### config.mk
export PLATFORM = sky130hd
export DESIGN_NAME = longest_prefix_route_lookup_top
export DESIGN_NICKNAME = d
export VERILOG_FILES = /design/src/rtl/lpr_pkg.sv /design/src/rtl/longest_prefix_route_lookup_top.sv /design/src/rtl/lpr_ctrl.sv /design/src/rtl/lpr_datapath.sv
export SDC_FILE = /design/constraint.sdc
export NUM_CORES = 2
export LEC_CHECK = 0
export BUFFER_PORTS_ARGS = -buffer_cell sky130_fd_sc_hd__buf_4
export CAP_MARGIN = 5
export CORE_MARGIN = 5
export CORE_UTILIZATION = 40
export CTS_CLUSTER_DIAMETER = 80
export CTS_CLUSTER_SIZE = 12
export DETAILED_ROUTE_END_ITERATION = 10
export SYNTH_ARGS = -nofsm -noshare
export SYNTH_HDL_FRONTEND = slang
export SYNTH_HIERARCHICAL = 1
export SYNTH_SLANG_ARGS = --single-unit
### constraint.sdc
create_clock -name clk -period 10.2 [get_ports clk]
set_clock_uncertainty 0.05 [all_clocks]
set_input_delay 2.04 -clock clk [delete_from_list [all_inputs] [get_ports clk]]
set_output_delay 2.04 -clock clk [all_outputs]
set_load 0.02 [all_outputs]
### src/rtl/lpr_pkg.sv
// shared constants and types for the longest prefix route lookup
// no dependencies; imported by every module of the block
package lpr_pkg;

  localparam int DEF_ROUTE_SLOTS = 16;
  localparam int ADDR_W          = 32;
  localparam int SLOT_FIELD_W    = 4;
  localparam int PORT_FIELD_W    = 3;

  localparam logic OP_WRITE  = 1'b0;
  localparam logic OP_LOOKUP = 1'b1;

  // commands from the sequencer to the datapath
  typedef struct packed {
    logic wr_en;         // store a route word into its slot
    logic start_lookup;  // latch target, clear best match
    logic rd_en;         // read one slot at the scan index
  } lpr_cmd_t;

endpackage

### src/rtl/longest_prefix_route_lookup_top.sv
// top level of the ipv4 longest prefix route lookup
// depends on lpr_pkg, lpr_ctrl and lpr_datapath
//
// Route table of ROUTE_SLOTS slots with a command-style port. A word is taken
// on a clock edge with start high and busy low. A write word (op = 0) stores
// one slot at the edge that takes it and gives no result; the next word can
// follow at once. A lookup word (op = 1) raises busy while the slots are read
// one per cycle from the single read port of the route memory into a read
// register and compared against the target; the result then shows on hit,
// next_gateway, out_port and match_slot for exactly one cycle with done high.
// The receiver cannot stall: the result must be taken in that cycle. No word
// is taken while busy, but a new word may be started in the done cycle.
// Valid flags clear at reset; the slot contents need no clearing.
module longest_prefix_route_lookup_top import lpr_pkg::*; #(
  parameter int ROUTE_SLOTS = DEF_ROUTE_SLOTS
) (
  input  logic                    clk,
  input  logic                    rst,
  input  logic                    start,
  output logic                    busy,
  input  logic                    op,
  input  logic [SLOT_FIELD_W-1:0] slot,
  input  logic [ADDR_W-1:0]       route_dest,
  input  logic [ADDR_W-1:0]       route_mask,
  input  logic [ADDR_W-1:0]       route_gateway,
  input  logic [PORT_FIELD_W-1:0] route_port,
  input  logic                    route_enable,
  input  logic [ADDR_W-1:0]       target_addr,
  output logic                    done,
  output logic                    hit,
  output logic [ADDR_W-1:0]       next_gateway,
  output logic [PORT_FIELD_W-1:0] out_port,
  output logic [SLOT_FIELD_W-1:0] match_slot
);

  localparam int SLOT_W = $clog2(ROUTE_SLOTS);

  lpr_cmd_t          cmd;
  logic [SLOT_W-1:0] rd_idx;

  // sequencer: word accept, scan counter, busy and done
  lpr_ctrl #(
    .ROUTE_SLOTS (ROUTE_SLOTS)
  ) u_ctrl (
    .clk    (clk),
    .rst    (rst),
    .start  (start),
    .op     (op),
    .busy   (busy),
    .done   (done),
    .cmd    (cmd),
    .rd_idx (rd_idx)
  );

  // route memory, valid flags and best-match tracking
  lpr_datapath #(
    .ROUTE_SLOTS (ROUTE_SLOTS)
  ) u_datapath (
    .clk           (clk),
    .rst           (rst),
    .cmd           (cmd),
    .rd_idx        (rd_idx),
    .slot          (slot),
    .route_dest    (route_dest),
    .route_mask    (route_mask),
    .route_gateway (route_gateway),
    .route_port    (route_port),
    .route_enable  (route_enable),
    .target_addr   (target_addr),
    .hit           (hit),
    .next_gateway  (next_gateway),
    .out_port      (out_port),
    .match_slot    (match_slot)
  );

  // a lookup word always starts a scan
  a_lookup_busy: assert property (@(posedge clk) disable iff (rst)
    (start && !busy && op == OP_LOOKUP) |=> busy)
    else $error("lookup word did not start a scan");

  // the end of a scan always delivers a result
  a_scan_done: assert property (@(posedge clk) disable iff (rst)
    ($fell(busy) && !$past(rst)) |-> done)
    else $error("scan ended without a result strobe");

  // the strobe never overlaps a running scan
  a_done_idle: assert property (@(posedge clk) disable iff (rst)
    done |-> !busy)
    else $error("result strobe during a scan");

  // a miss reports all-zero route fields
  a_miss_zero: assert property (@(posedge clk) disable iff (rst)
    (done && !hit) |-> (next_gateway == '0 && out_port == '0 && match_slot == '0))
    else $error("miss result carries nonzero fields");

endmodule

### src/rtl/lpr_ctrl.sv
// lookup sequencer: accepts words, drives the slot scan, raises the result strobe
// depends on lpr_pkg
module lpr_ctrl import lpr_pkg::*; #(
  parameter int ROUTE_SLOTS = DEF_ROUTE_SLOTS,
  localparam int SLOT_W     = $clog2(ROUTE_SLOTS)
) (
  input  logic              clk,
  input  logic              rst,
  input  logic              start,
  input  logic              op,
  output logic              busy,
  output logic              done,
  output lpr_cmd_t          cmd,
  output logic [SLOT_W-1:0] rd_idx
);

  typedef enum logic [1:0] {
    ST_IDLE,
    ST_SCAN,
    ST_DRAIN
  } state_t;

  localparam logic [SLOT_W-1:0] LAST_IDX = SLOT_W'(ROUTE_SLOTS - 1);

  state_t state;
  logic   accept;

  assign accept           = start && !busy;
  assign cmd.wr_en        = accept && (op == OP_WRITE);
  assign cmd.start_lookup = accept && (op == OP_LOOKUP);
  assign cmd.rd_en        = (state == ST_SCAN);

  always_ff @(posedge clk) begin
    if (rst) begin
      state  <= ST_IDLE;
      busy   <= 1'b0;
      done   <= 1'b0;
      rd_idx <= '0;
    end else begin
      done <= 1'b0;
      unique case (state)
        ST_IDLE: begin
          if (cmd.start_lookup) begin
            state  <= ST_SCAN;
            busy   <= 1'b1;
            rd_idx <= '0;
          end
        end
        ST_SCAN: begin
          if (rd_idx == LAST_IDX) begin
            state <= ST_DRAIN;
          end else begin
            rd_idx <= rd_idx + 1'b1;
          end
        end
        ST_DRAIN: begin
          // last slot is compared this cycle
          state <= ST_IDLE;
          busy  <= 1'b0;
          done  <= 1'b1;
        end
        default: begin
          state <= ST_IDLE;
          busy  <= 1'b0;
        end
      endcase
    end
  end

endmodule

### src/rtl/lpr_datapath.sv
// route storage, valid flags, per-slot match compare and best-match registers
// depends on lpr_pkg
module lpr_datapath import lpr_pkg::*; #(
  parameter int ROUTE_SLOTS = DEF_ROUTE_SLOTS,
  localparam int SLOT_W     = $clog2(ROUTE_SLOTS)
) (
  input  logic                    clk,
  input  logic                    rst,
  input  lpr_cmd_t                cmd,
  input  logic [SLOT_W-1:0]       rd_idx,
  input  logic [SLOT_FIELD_W-1:0] slot,
  input  logic [ADDR_W-1:0]       route_dest,
  input  logic [ADDR_W-1:0]       route_mask,
  input  logic [ADDR_W-1:0]       route_gateway,
  input  logic [PORT_FIELD_W-1:0] route_port,
  input  logic                    route_enable,
  input  logic [ADDR_W-1:0]       target_addr,
  output logic                    hit,
  output logic [ADDR_W-1:0]       next_gateway,
  output logic [PORT_FIELD_W-1:0] out_port,
  output logic [SLOT_FIELD_W-1:0] match_slot
);

  logic [ADDR_W-1:0]       dest_mem [ROUTE_SLOTS];
  logic [ADDR_W-1:0]       mask_mem [ROUTE_SLOTS];
  logic [ADDR_W-1:0]       gw_mem   [ROUTE_SLOTS];
  logic [PORT_FIELD_W-1:0] port_mem [ROUTE_SLOTS];
  logic [ROUTE_SLOTS-1:0]  valid;

  logic                    slot_ok;
  logic [SLOT_W-1:0]       wr_addr;

  logic [ADDR_W-1:0]       target_q;
  logic [ADDR_W-1:0]       rd_dest;
  logic [ADDR_W-1:0]       rd_mask;
  logic [ADDR_W-1:0]       rd_gw;
  logic [PORT_FIELD_W-1:0] rd_port;
  logic                    rd_vld;
  logic [SLOT_W-1:0]       rd_slot;
  logic                    cmp_en;

  logic                    found;
  logic [ADDR_W-1:0]       best_mask;
  logic [ADDR_W-1:0]       best_gw;
  logic [PORT_FIELD_W-1:0] best_port;
  logic [SLOT_W-1:0]       best_slot;

  logic                    is_match;
  logic                    take;

  // writes past the table end are dropped
  assign slot_ok = ({{(ADDR_W-SLOT_FIELD_W){1'b0}}, slot} < ADDR_W'(ROUTE_SLOTS));
  assign wr_addr = SLOT_W'(slot);

  always_ff @(posedge clk) begin
    if (cmd.wr_en && slot_ok) begin
      dest_mem[wr_addr] <= route_dest;
      mask_mem[wr_addr] <= route_mask;
      gw_mem[wr_addr]   <= route_gateway;
      port_mem[wr_addr] <= route_port;
    end
    if (cmd.rd_en) begin
      rd_dest <= dest_mem[rd_idx];
      rd_mask <= mask_mem[rd_idx];
      rd_gw   <= gw_mem[rd_idx];
      rd_port <= port_mem[rd_idx];
      rd_vld  <= valid[rd_idx];
      rd_slot <= rd_idx;
    end
    if (cmd.start_lookup) begin
      target_q <= target_addr;
    end
  end

  always_ff @(posedge clk) begin
    if (rst) begin
      valid  <= '0;
      cmp_en <= 1'b0;
    end else begin
      cmp_en <= cmd.rd_en;
      if (cmd.wr_en && slot_ok) begin
        valid[wr_addr] <= route_enable;
      end
    end
  end

  // strictly larger mask replaces, so the lowest slot keeps a tie
  assign is_match = ((rd_mask & rd_dest) == (rd_mask & target_q));
  assign take     = cmp_en && rd_vld && is_match && (!found || (rd_mask > best_mask));

  always_ff @(posedge clk) begin
    if (rst) begin
      found <= 1'b0;
    end else if (cmd.start_lookup) begin
      found <= 1'b0;
    end else if (take) begin
      found <= 1'b1;
    end
  end

  always_ff @(posedge clk) begin
    if (cmd.start_lookup) begin
      best_mask <= '0;
      best_gw   <= '0;
      best_port <= '0;
      best_slot <= '0;
    end else if (take) begin
      best_mask <= rd_mask;
      best_gw   <= rd_gw;
      best_port <= rd_port;
      best_slot <= rd_slot;
    end
  end

  assign hit          = found;
  assign next_gateway = best_gw;
  assign out_port     = best_port;
  assign match_slot   = SLOT_FIELD_W'(best_slot);

endmodule

==> flow_summary.json <==
{
  "outcome": "complete, no violations",
  "async_flop_share_pct": 0,
  "worst_r2r_path_depth": 4,
  "regToRegStartpoint": "u_ctrl/rd_idx[0]",
  "final_max_slew_viol_count": 0,
  "hold_path_end": "u_datapath/best_mask[1]",
  "critical_path.cell_chain": "buf_4, nor3b_1, buf_4, nand2_1, nor2_4, buf_4, buf_4",
  "finalHoldViolCount": 0,
  "cts.hold.buffers_added": 0,
  "cts.htree.levels": 4,
  "cp_common_cell": "buf_4",
  "number_of_enable_type_register_cells_in_the_synthesized_netlist": 1720,
  "gr-usage-all-layers_pct": 18.3,
  "tritoncts": "yes",
  "placement.io_buffers": 181,
  "end_kind": "flip-flop",
  "synth_area_per_cell_um2": 23.1,
  "synthDominantCellAreaShare_pct": 75.4,
  "met3_wirelength_mm": 8.92,
  "grt_max_degree": 133,
  "crit_path_max_fanout": 51,
  "slew_headroom_pct": 24.4,
  "irDropWorstVdd_uv": 179,
  "gp_routability_congestion": 0.763,
  "clock_buffer_depth": 3,
  "clkSlewWorstSetupHoldPaths_ps": 60,
  "synth.area.top_cells": "edfxtp_1 75%, mux4_2 16%, dfxtp_1 2.8%, a21oi_1 0.71%, o21ai_0 0.63%",
  "worst_setup_start_kind": "primary input",
  "num_io_pins": 182,
  "drt-met1-wl_mm": 68.2,
  "timing_worst_setup_path_type": "in -> reg",
  "yosys_most_used_dff": "edfxtp_1",
  "synthesis.area_um2": 68500,
  "critical_r2r_capture": "u_datapath/rd_gw[30]",
  "synth_sequential_area_ratio_pct": 78.2,
  "p_per_area_nw_per_um2": 190,
  "post-cts-setup-buffer-count": 0,
  "dr.pass1.iters": 5,
  "dpl.cell_count": 5282,
  "detail_route.drc_violations": 0,
  "wirelength_mm": 165,
  "critical_path.slowest_cell": "buf_4",
  "core_region_area_um2": 171000,
  "avgRoutedWirePerCell_um": 29.5,
  "synth_most_common_cell": "edfxtp_1",
  "inserted_clock_buffers": 171,
  "setup_viol": 0,
  "place_hpwl_mm": 92.1,
  "achievable-frequency_mhz": 207,
  "via_per_inst": 5.62,
  "power_leakage_nw": 23.3,
  "gr-total-overflow": 0,
  "worst-endpoint-required_ps": 10540,
  "hold_path.startpoint": "u_datapath/best_mask[1]",
  "routed-via-count": 31300,
  "via_count_of_the_first_global_routing_pass": 31900,
  "syn_to_final_growth_pct": 13.2,
  "synth_fp_nets": 3136,
  "startpoint": "op",
  "netlist_instances": 2963,
  "die-area_um2": 180000,
  "clock-sinks": 1817,
  "yosys.cell_types.count": 55,
  "whs_path_depth": 2,
  "setup-tns-final_ps": 0,
  "tightest_slew_ps": 1130,
  "clock_insertion_delay_worst_skew_ps": 800,
  "maxCapViolCount": 0,
  "period_minus_slack_ps": 4840,
  "antenna_found_initial": 31,
  "detailedRoute.firstIterationViolations": 2765,
  "final-instance-count-excl-fill": 5574,
  "cpPeakStageDelay_ps": 850,
  "initial_core_util_pct": 40.1,
  "number_of_gates_given_a_new_drive_strength_after_cts": 0,
  "synth_top_cell_by_area": "edfxtp_1",
  "floorplan.die.width_um": 424,
  "ys_warn_count": 6,
  "clock_tree.root_cell": "clkbuf_16",
  "rsz0062_at_grt": "no",
  "height_of_the_die_um": 424,
  "synth-seq-cells": 1817,
  "cp_data_arrival_time_ps": 5180,
  "hold_path.class": "reg -> reg",
  "setup.reg_to_reg.worst_slack_ps": 6210,
  "wl_met2_mm": 84.5,
  "finish.net_count": 3395,
  "grt_first_pass_wirelength_mm": 238,
  "final_layout_size_suffix_gt1_share_pct": 28.9,
  "final.period_utilization_pct": 47.4,
  "n_fill_cell": 14000,
  "top_layer_used": "met5",
  "number_of_cell_rows": 152,
  "most_common_library_cells_after_synthesis": "1720 x edfxtp_1, 500 x mux4_2, 97 x a21oi_1, 97 x dfxtp_1, 90 x clkbuf_1",
  "ant_nets": 0
}
==> kinds of logic after synthesis <==
logic type	count (synthesis)	share of synthesized area, %
buffers and inverters	192	1.28
AND/OR/NAND/NOR	169	1.29
XOR/XNOR	32	0.409
flip-flops	1817	78.2
adder cells (fa/ha/maj)	33	0.603
AO/OA/AOI/OAI	217	1.74
multiplexers	503	16.5
==> state kept, by name, summed over array words and instances (netlist names) <==
name and cells:
u_datapath/gw_mem 512, u_datapath/rd_dest 32, u_datapath/hit 1, u_datapath/next_gateway 32, u_datapath/valid 16, u_datapath/rd_slot 4
u_datapath/cmp_en 1, u_datapath/mask_mem 512, u_datapath/match_slot 4, u_ctrl/state 2, u_datapath/rd_vld 1, u_datapath/target_q 32
u_datapath/rd_gw 32, u_datapath/rd_port 3, u_ctrl/rd_idx 4, u_datapath/dest_mem 512, u_ctrl/done 1, u_datapath/out_port 3
u_datapath/port_mem 48, u_ctrl/busy 1, u_datapath/rd_mask 32, u_datapath/best_mask 32
==> per-stage QoR <==
stage	power [mW]	setup WS [ps]	utilization, %	hold WS [ps]	cell area [um2]
CTS	14.9	5240	45.4	425	77600
floorplan	8.76	2.62	-	391	68500
finish	14.7	5360	45.4	426	77600
global placement	9.03	4390	42.5	411	72600
global route	15.2	5300	45.4	442	77600
detailed placement	9.04	4380	42.5	417	72600
==> per-layer routing <==
layer / global-route usage (%) / vias up
met5: 0 / -
met4: 4.33 / 12
met3: 3.52 / 200
met2: 31.0 / 908
met1: 24.8 / 17100
li1: - / 13100
==> power breakdown <==
group          switching (mW)  total, mW  internal, mW
Combinational           0.330      0.580         0.251
Clock                    2.68       5.83          3.15
Sequential             0.0493       8.29          8.24
==> final cells by class <==
type                            count  area, um2  share of cell area [%]
Sequential cell                  1817      53600                    69.1
Multi-Input combinational cell    954      14200                    18.3
Clock buffer                      262       4640                    5.98
Tap cell                         2233       2790                    3.60
Timing Repair Buffer              241       1860                    2.40
Clock inverter                     19        317                   0.408
Inverter                           37        146                   0.189
Antenna cell                       11       27.5                  0.0355
==> critical path, delay by kind of cell <==
family	cells	cell delay, ps
AND/OR/NAND/NOR	3	1080
buffers and inverters	4	1970
==> cells in the final DEF, fill, tap and decap left out, drive strengths merged, types with 10 or more instances in the layout <==
| master | Yosys | routed |
|---|---|---|
| ha | 33 | 33 |
| diode | 0 | 11 |
| a22oi | 14 | 14 |
| xor2 | 32 | 32 |
| nand2 | 27 | 27 |
| clkbuf | 97 | 262 |
| buf | 58 | 241 |
| nand4 | 10 | 10 |
| dfxtp | 97 | 97 |
| nand3 | 78 | 78 |
| edfxtp | 1720 | 1720 |
| a21oi | 97 | 97 |
| inv | 37 | 47 |
| mux4 | 500 | 500 |
| o21ai | 87 | 87 |
| nor2 | 21 | 21 |
==> how the worst max path moves through the flow <==
| stage | endpoint | cells after the start |
|---|---|---|
| 6_report | u_datapath/gw_mem[8][28] | 7 |
| 5_1_grt | u_datapath/dest_mem[8][0] | 7 |
| 4_1_cts | u_datapath/gw_mem[8][28] | 7 |
| 3_5_place_dp | u_datapath/gw_mem[8][16] | 7 |
| 3_3_place_gp | u_datapath/gw_mem[8][17] | 7 |
| 2_1_floorplan | u_datapath/valid[0] | 5 |
Power figures use the tool's default switching activity.
